==> config.mk <==
export PLATFORM = sky130hd
export DESIGN_NAME = tasg_ctrl
export DESIGN_NICKNAME = d
export VERILOG_FILES = /design/src/tasg_pkg.sv /design/src/tasg_ctrl.sv
export SDC_FILE = /design/constraint.sdc
export NUM_CORES = 1
export LEC_CHECK = 0
export BUFFER_PORTS_ARGS = -buffer_cell sky130_fd_sc_hd__buf_2
export CORE_MARGIN = 8
export CORE_UTILIZATION = 55
export CTS_BUF_LIST = sky130_fd_sc_hd__clkbuf_4 sky130_fd_sc_hd__clkbuf_8
export DETAILED_ROUTE_END_ITERATION = 6
export GPL_ROUTABILITY_DRIVEN = 0
export GPL_TIMING_DRIVEN = 0
export PLACE_DENSITY = 0.8
export SLEW_MARGIN = 10
export SYNTH_ARGS = -nofsm -noshare
export SYNTH_HDL_FRONTEND = slang
export SYNTH_SLANG_ARGS = --single-unit
==> constraint.sdc <==
create_clock -name clock -period 3.4 [get_ports clock]
set_input_delay 0.17 -clock clock [delete_from_list [all_inputs] [get_ports clock]]
set_output_delay 0.17 -clock clock [all_outputs]
set_load 0.02 [all_outputs]
==> src/tasg_pkg.sv <==
// ============================================================================
// tasg_pkg
// Shared types, constants and tables of the thick arc strip generator.
// ============================================================================
`default_nettype none

package tasg_pkg;

   localparam int MAX_STEPS_DEF = 31;

   // radians (Q8.24) to phase units (2^32 per turn), scaled by 2^24
   localparam logic signed [32:0] PHASE_PER_RAD = 33'sd683565276;

   localparam int PROD_W = 66;

   // Q30 one
   localparam logic [30:0] Q30_ONE = 31'h4000_0000;

   // divider runs one quotient bit per cycle
   localparam logic [5:0] DIV_LAST = 6'd63;

   // highest Horner coefficient below the seed
   localparam logic [2:0] HORNER_TOP = 3'd4;
   localparam logic [2:0] HORNER_SEED = 3'd5;

   typedef enum logic [4:0] {
      OP_NONE,
      OP_LOAD,
      OP_MUL_B,
      OP_DIVINIT,
      OP_DIV,
      OP_DIVEND,
      OP_ANGLE,
      OP_PHASE,
      OP_XLAT,
      OP_ARGB,
      OP_SQ,
      OP_X2,
      OP_HMUL,
      OP_HSUB,
      OP_FMUL,
      OP_SAVE,
      OP_TRIG,
      OP_PMX,
      OP_PX,
      OP_PMY,
      OP_PY,
      OP_EMIT,
      OP_NEXT
   } op_type;

   typedef enum logic [4:0] {
      ST_IDLE,
      ST_BMUL,
      ST_DIVINIT,
      ST_DIV,
      ST_DIVEND,
      ST_CHECK,
      ST_PHASE,
      ST_XLAT,
      ST_ARGB,
      ST_SQ,
      ST_X2,
      ST_HMUL,
      ST_HSUB,
      ST_FMUL,
      ST_SAVE,
      ST_TRIG,
      ST_PMX,
      ST_PX,
      ST_PMY,
      ST_PY,
      ST_EMIT,
      ST_NEXT
   } state_type;

   typedef struct packed {
      op_type     op;
      logic [2:0] coef_idx;
      logic       half_b;
      logic       outer;
      logic       end_pair;
      logic       req_ready;
   } cmd_type;

   typedef struct packed {
      logic req_valid;
      logic more_pairs;
      logic out_free;
   } status_type;

   // quarter-wave sine polynomial, Q30
   function automatic logic [31:0] sin_coef(input logic [2:0] idx);
      logic [31:0] c;
      begin
         unique case (idx)
            3'd0:    c = 32'd1686629713;
            3'd1:    c = 32'd693598669;
            3'd2:    c = 32'd85569298;
            3'd3:    c = 32'd5026995;
            3'd4:    c = 32'd172271;
            3'd5:    c = 32'd3864;
            default: c = 32'd0;
         endcase
         return c;
      end
   endfunction

endpackage

`default_nettype wire

==> src/tasg_ctrl.sv <==
// ============================================================================
// tasg_ctrl
// Sequencer: shade division, per-angle sine evaluation, vertex emission.
// ============================================================================
`default_nettype none

module tasg_ctrl
   import tasg_pkg::*;
(
   input  wire logic       clock,
   input  wire logic       reset,
   input  wire status_type status,
   output cmd_type         cmd
);

   state_type  state_ff, state_in;
   logic [5:0] cnt_ff, cnt_in;
   logic       half_b_ff, half_b_in;
   logic       outer_ff, outer_in;
   logic       end_ff, end_in;

   always_ff @(posedge clock) begin
      if (reset) begin
         state_ff  <= ST_IDLE;
         cnt_ff    <= '0;
         half_b_ff <= 1'b0;
         outer_ff  <= 1'b0;
         end_ff    <= 1'b0;
      end else begin
         state_ff  <= state_in;
         cnt_ff    <= cnt_in;
         half_b_ff <= half_b_in;
         outer_ff  <= outer_in;
         end_ff    <= end_in;
      end
   end

   // next state
   always_comb begin
      state_in  = state_ff;
      cnt_in    = cnt_ff;
      half_b_in = half_b_ff;
      outer_in  = outer_ff;
      end_in    = end_ff;
      unique case (state_ff)
         ST_IDLE:    if (status.req_valid) state_in = ST_BMUL;
         ST_BMUL:    state_in = ST_DIVINIT;
         ST_DIVINIT: begin
            cnt_in   = '0;
            state_in = ST_DIV;
         end
         ST_DIV: begin
            cnt_in = cnt_ff + 6'd1;
            if (cnt_ff == DIV_LAST)
               state_in = ST_DIVEND;
         end
         ST_DIVEND:  state_in = ST_CHECK;
         ST_CHECK: begin
            end_in   = !status.more_pairs;
            state_in = ST_PHASE;
         end
         ST_PHASE:   state_in = ST_XLAT;
         ST_XLAT: begin
            half_b_in = 1'b0;
            state_in  = ST_SQ;
         end
         ST_ARGB:    state_in = ST_SQ;
         ST_SQ:      state_in = ST_X2;
         ST_X2: begin
            cnt_in   = {3'b000, HORNER_TOP};
            state_in = ST_HMUL;
         end
         ST_HMUL:    state_in = ST_HSUB;
         ST_HSUB: begin
            if (cnt_ff == '0)
               state_in = ST_FMUL;
            else begin
               cnt_in   = cnt_ff - 6'd1;
               state_in = ST_HMUL;
            end
         end
         ST_FMUL:    state_in = ST_SAVE;
         ST_SAVE: begin
            if (!half_b_ff) begin
               half_b_in = 1'b1;
               state_in  = ST_ARGB;
            end else
               state_in  = ST_TRIG;
         end
         ST_TRIG: begin
            outer_in = 1'b0;
            state_in = ST_PMX;
         end
         ST_PMX:     state_in = ST_PX;
         ST_PX:      state_in = ST_PMY;
         ST_PMY:     state_in = ST_PY;
         ST_PY:      state_in = ST_EMIT;
         ST_EMIT: begin
            if (status.out_free) begin
               if (!outer_ff) begin
                  outer_in = 1'b1;
                  state_in = ST_PMX;
               end else if (end_ff)
                  state_in = ST_IDLE;
               else
                  state_in = ST_NEXT;
            end
         end
         ST_NEXT:    state_in = ST_CHECK;
         default:    state_in = ST_IDLE;
      endcase
   end

   // outputs
   always_comb begin
      cmd.op        = OP_NONE;
      cmd.coef_idx  = cnt_ff[2:0];
      cmd.half_b    = half_b_ff;
      cmd.outer     = outer_ff;
      cmd.end_pair  = end_ff;
      cmd.req_ready = 1'b0;
      unique case (state_ff)
         ST_IDLE: begin
            cmd.req_ready = 1'b1;
            if (status.req_valid)
               cmd.op = OP_LOAD;
         end
         ST_BMUL:    cmd.op = OP_MUL_B;
         ST_DIVINIT: cmd.op = OP_DIVINIT;
         ST_DIV:     cmd.op = OP_DIV;
         ST_DIVEND:  cmd.op = OP_DIVEND;
         ST_CHECK: begin
            cmd.op       = OP_ANGLE;
            cmd.end_pair = !status.more_pairs;
         end
         ST_PHASE:   cmd.op = OP_PHASE;
         ST_XLAT:    cmd.op = OP_XLAT;
         ST_ARGB:    cmd.op = OP_ARGB;
         ST_SQ:      cmd.op = OP_SQ;
         ST_X2:      cmd.op = OP_X2;
         ST_HMUL:    cmd.op = OP_HMUL;
         ST_HSUB:    cmd.op = OP_HSUB;
         ST_FMUL:    cmd.op = OP_FMUL;
         ST_SAVE:    cmd.op = OP_SAVE;
         ST_TRIG:    cmd.op = OP_TRIG;
         ST_PMX:     cmd.op = OP_PMX;
         ST_PX:      cmd.op = OP_PX;
         ST_PMY:     cmd.op = OP_PMY;
         ST_PY:      cmd.op = OP_PY;
         ST_EMIT:    if (status.out_free) cmd.op = OP_EMIT;
         ST_NEXT:    cmd.op = OP_NEXT;
         default:    cmd.op = OP_NONE;
      endcase
   end

endmodule

`default_nettype wire

Word-level counts from Yosys, hierarchy flattened. Index checks and enable logic that the tools add are counted.

Add/subtract/negate cells: 2. Multiply operators: 0. Divide/modulo/power cells: 0. Magnitude comparators: 0. Equality and inequality tests: 26. Shift operators: 0. Mux-type cells: 18. Bitwise logic cells: 0. Reduce and logical (&&, ||, !) cells: 11.

Operators with widths (count): $pmux 5 s22 (1); $pmux 5 s20 (1); $eq 5x4->1 const B (8); $eq 5x5->1 const B (6); $mux 5 (6); $pmux 6 s4 (1); $eq 5x3->1 const B (4); $eq 5x2->1 const B (2); $ne 2x2->1 const B (4); $add 6x1->6 const B (1); $eq 6x6->1 const B (1); $logic_not 6->1 (1); $mux 3 (2); $mux 6 (1); $sub 6x1->6 const B (1); $eq 5x1->1 const B (1); $logic_not 5->1 (1); $mux 1 (4); $pmux 1 s2 (2); $reduce_and 2->1 (2); $reduce_bool 2->1 (2); $reduce_bool 4->1 (1); $reduce_or 2->1 (2); $reduce_and 3->1 (1); $logic_not 1->1 (1).

Register bits after elaboration: 14. Bits in latches: 0. Bits in writable memories: 0. Memory bits (read-only): 0. Input bits: 5. Output and inout bits: 12. Logic and storage cells: 62. Memories kept: 0.

Depth between registers and ports, before layout.
Depth after elaboration: 4. Mapped depth: 10. Gate-level depth less buffers: 9.

Worst setup path before layout. Ideal clock, no wire load.

Kind: reg2reg. Start point: register state_ff[3]. End point: register cnt_ff[5]. Setup time: 0.133 ns. Data arrival time: 2.131 ns. Required time: 3.267 ns. Slack: 1.137 ns. Stages on the path, launching flop included: 11. Path buffers: 1. Period minus slack after synthesis: 2.263 ns. Cell sequence: dfxtp_1 buf_2 and4bb_2 nand2_1 inv_1 ha_1 o21ai_0 or3b_2 a32oi_1 nand3b_1 a31oi_1.

Cells in the longest elaborated chain, start to end: 3. Elaborated cells between the ends (all ways): 8. Classes of those cells: eq/ne (5); mux (1); reduce/logical (2).

RTL lines: start: declaration (RTL line tasg_ctrl.sv:16) `state_type state_ff, state_in;`; start signal: assignment (RTL line tasg_ctrl.sv:30) `state_ff <= state_in;`; $eq 5x4->1 / $eq 5x2->1 (equally long branches) (RTL line tasg_ctrl.sv:45) `unique case (state_ff)`; $reduce_bool 4->1 (no line) / $ne 2x2->1 (equally long branches); $reduce_and 2->1 (no line); end signal: assignment (RTL line tasg_ctrl.sv:31) `cnt_ff <= cnt_in;`; end: declaration (RTL line tasg_ctrl.sv:17) `logic [5:0] cnt_ff, cnt_in;`.

Parallel ways exist; a longest one is shown, timed or not. A chain may end at the register's enable or synchronous reset.

Final worst setup path.
Start point: register state_ff[2]. End point: register cnt_ff[5].

Same word-level chain as after synthesis.

==> results.sh <==
export IMPL_status="complete, no violations"
export IMPL_ys_types=50
export IMPL_wl_per_cell_um=15.08
export IMPL_cts_resized_gates=0
export IMPL_avgSynthCellArea_um2=7.576
export IMPL_yosys_warnings=0
export IMPL_slew_headroom_pct=64.28
export IMPL_drc=0
export IMPL_numCtsBuffers=3
export IMPL_hpwl_um=2418
export IMPL_final_hold_viol_count=0
export IMPL_ys_seq_area_share_pct=22.70
export IMPL_vias=1275
export IMPL_synth_ff_type="dfxtp_1"
export IMPL_row_count=17
export IMPL_fin_setup_tns_ns=0
export IMPL_hp_class="input port to flop"
export IMPL_hold_depth=2
export IMPL_drive_above_1_share_pct=22.40
export IMPL_n_antenna_cell=0
export IMPL_cts_tree="yes"
export IMPL_cts_htree_levels=1
export IMPL_setup_ws_ns=0.7751
export IMPL_preCtsSetupSlack_ns=0.8425
export IMPL_worstSetupPathType="flop to flop"
export IMPL_fillers=191
export IMPL_yosysMostFrequentCell="nor2_1"
export IMPL_start_kind="flop"
export IMPL_io_buffers=16
export IMPL_critPathBufInv=1
export IMPL_worstPathArrival_ns=2.78
export IMPL_reg2reg_depth=9
export IMPL_fp_dieW_um=63.39
export IMPL_synth_edf_count=0
export IMPL_async_flop_share_pct=0
export IMPL_setup_viol_count_final=0
export IMPL_synth_largest_area_cell="dfxtp_1"
export IMPL_syn_area_um2=1235
export IMPL_worst_pin_slew_ns=0.5358
export IMPL_cp_required_ns=3.55
export IMPL_ant_nets=0
export IMPL_min_delay_start="reset"
export IMPL_die_area_um2=4018
export IMPL_ir_worst_vdd_mv=0.3729
export IMPL_ctsRootBufferMaster="clkbuf_4"
export IMPL_total_leakage_power_nw=0.6045
export IMPL_clockBufferDepth=2
export IMPL_grt_antenna_before_repair=0
export IMPL_final_max_slew_viol_count=0
export IMPL_pin_count=17
export IMPL_synthesis_nets=173
export IMPL_max_freq_mhz=381.0
export IMPL_cts_hold_fix_buffers=0
export IMPL_cp_top_family="simple AND/OR/NAND/NOR gates"
export IMPL_avgViaCountPerCell=6.043
export IMPL_clock_sinks=14
export IMPL_netlist_instances=163
export IMPL_slowest_stage="dfxtp_1"
export IMPL_area_growth_pct=12.26
export IMPL_min_period_over_period_pct=77.20
export IMPL_powerDensity_nw_per_um2=627.1
export IMPL_grt_max_degree=11
export IMPL_finClkSkew_ns=0.005399
export IMPL_clkLatencyLatePin_ns=0.28
export IMPL_grt_overflow_total=0
export IMPL_synth_area_leaders="dfxtp_1 (23%), a21oi_1 (4.9%), nor2_1 (4.6%), o21ai_0 (4.5%), ha_1 (4.1%)"
export IMPL_final_nets=194
export IMPL_start_util_pct=56.92
export IMPL_die_h_um=63.39
export IMPL_crit_path_end_kind="flop"
export IMPL_first_iter_violations=122
export IMPL_grt_pass1_wl_um=5630
export IMPL_hold_slack_ns=0.1461
export IMPL_fin_crit_ns=2.625
export IMPL_drt_wl_total_um=3182
export IMPL_critPathMaxStageDelay_ns=0.49
export IMPL_grt_usage_pct=16.44
export IMPL_rsz0062_at_grt="false"
export IMPL_grt_pass1_vias=1256
export IMPL_post_cts_buffers=0
export IMPL_path_cells="and4bb_2, nand2_1, inv_1, ha_1, o21ai_0, or3b_2, a32oi_1, nand3b_1, a31oi_1"
export IMPL_dr_pass1_iters=4
export IMPL_yosys_register_bits=14
export IMPL_min_to="state_ff[0]"
export IMPL_synth_common_cells="nor2_1 (15), dfxtp_1 (14), nand2_1 (13), a21oi_1 (12), o21ai_0 (11)"
export IMPL_core_um2=2170
export IMPL_rr_endpoint="cnt_ff[5]"
export IMPL_reg2reg_from="state_ff[2]"
export IMPL_clk_pin_slew_ns=0.09
export IMPL_max_cap_viol_count=0
export IMPL_crit_fanout=9
export IMPL_regToRegSetupSlack_ns=0.78
export IMPL_yosysTopAreaCellShare_pct=22.70
cells in the final DEF (no fill, tap or decap), types with 2 or more instances in the layout:
master,netlist,layout
or2_2,3,3
mux2i_1,2,2
inv_1,7,7
nand3_1,4,4
a21oi_1,12,12
nand2_1,13,13
nor3b_1,2,2
nor3_1,3,3
xnor2_1,3,3
o21bai_1,2,2
buf_2,4,20
a221oi_1,3,3
dfxtp_1,14,14
nand2b_1,2,2
a31oi_1,3,3
clkbuf_4,0,3
and2_1,3,3
a21o_1,4,4
o21ai_0,11,11
a22oi_1,3,3
a211oi_1,3,3
clkbuf_1,5,5
o22ai_1,2,2
nand3b_1,2,2
nor2b_1,4,4
buf_4,6,6
ha_1,4,4
nor2_1,15,15
nor3_2,2,2
how the worst max path moves through the flow:
stage | slack [ns] | to | cells past startpoint | startpoint
finish | 0.78 | cnt_ff[5] | 9 | state_ff[2]
global route | 0.59 | cnt_ff[5] | 9 | state_ff[2]
CTS | 0.83 | cnt_ff[5] | 9 | state_ff[2]
detailed placement | 0.84 | cnt_ff[5] | 9 | state_ff[2]
global placement | 0.94 | cnt_ff[5] | 9 | state_ff[0]
floorplan | 1.14 | cnt_ff[5] | 10 | state_ff[3]
report_power, final:
group          switching (mW)  total [mW]  internal, mW
clock network          0.0560       0.121        0.0652
logic                   0.320       0.526         0.206
registers              0.0328       0.222         0.189
total                   0.409       0.869         0.460
worst reg2reg max path, stage by stage, from the launching register on:
cell	delay, ns
dfxtp_1	0.49
and4bb_2	0.35
nand2_1	0.12
inv_1	0.19
ha_1	0.25
o21ai_0	0.13
or3b_2	0.46
a32oi_1	0.27
nand3b_1	0.15
a31oi_1	0.09
state kept, by name (all words and copies together), names as in the netlist:
register and cells:
cnt_ff 6, state_ff 5, end_ff 1, half_b_ff 1, outer_ff 1
cell families after synthesis:
logic type | Yosys count | synth area share, %
fa+ha+maj | 5 | 5.674
simple gates | 61 | 27.25
buf+inv | 23 | 9.220
flops | 14 | 22.70
mux | 2 | 1.621
xor+xnor | 4 | 2.837
compound gates | 54 | 30.70
per-layer routing:
metal	vias up	routed length, um	track usage (%)
met5	-	0	0
met4	0	53	7.799
met3	6	227	4.064
met2	51	1531	28.90
met1	590	1369	17.93
li1	628	-	-
stage by stage:
stage / instance area (um^2) / std cells / utilization (%) / power, mW
final: 1386 / 211 / 63.90 / 0.8693
after global routing: 1386 / 211 / 63.90 / 0.9338
after CTS: 1386 / 211 / 63.90 / 0.8670
after detailed placement: 1350 / 207 / 62.23 / 0.7423
after global placement: 1350 / 207 / 62.23 / 0.7348
after floorplan: 1235 / 163 / - / 0.6142
final cells by class:
type / instances / area [um^2] / area share [%]
plain buffers: 16 / 87.58 / 6.318
clock buffers: 4 / 36.28 / 2.617
inverters: 7 / 26.28 / 1.895
multi-input cells: 126 / 840.8 / 60.65
flip-flops and latches: 14 / 280.3 / 20.22
well taps: 28 / 35.03 / 2.527
repair buffers: 16 / 80.08 / 5.776
(Power assumes the default switching activity.)
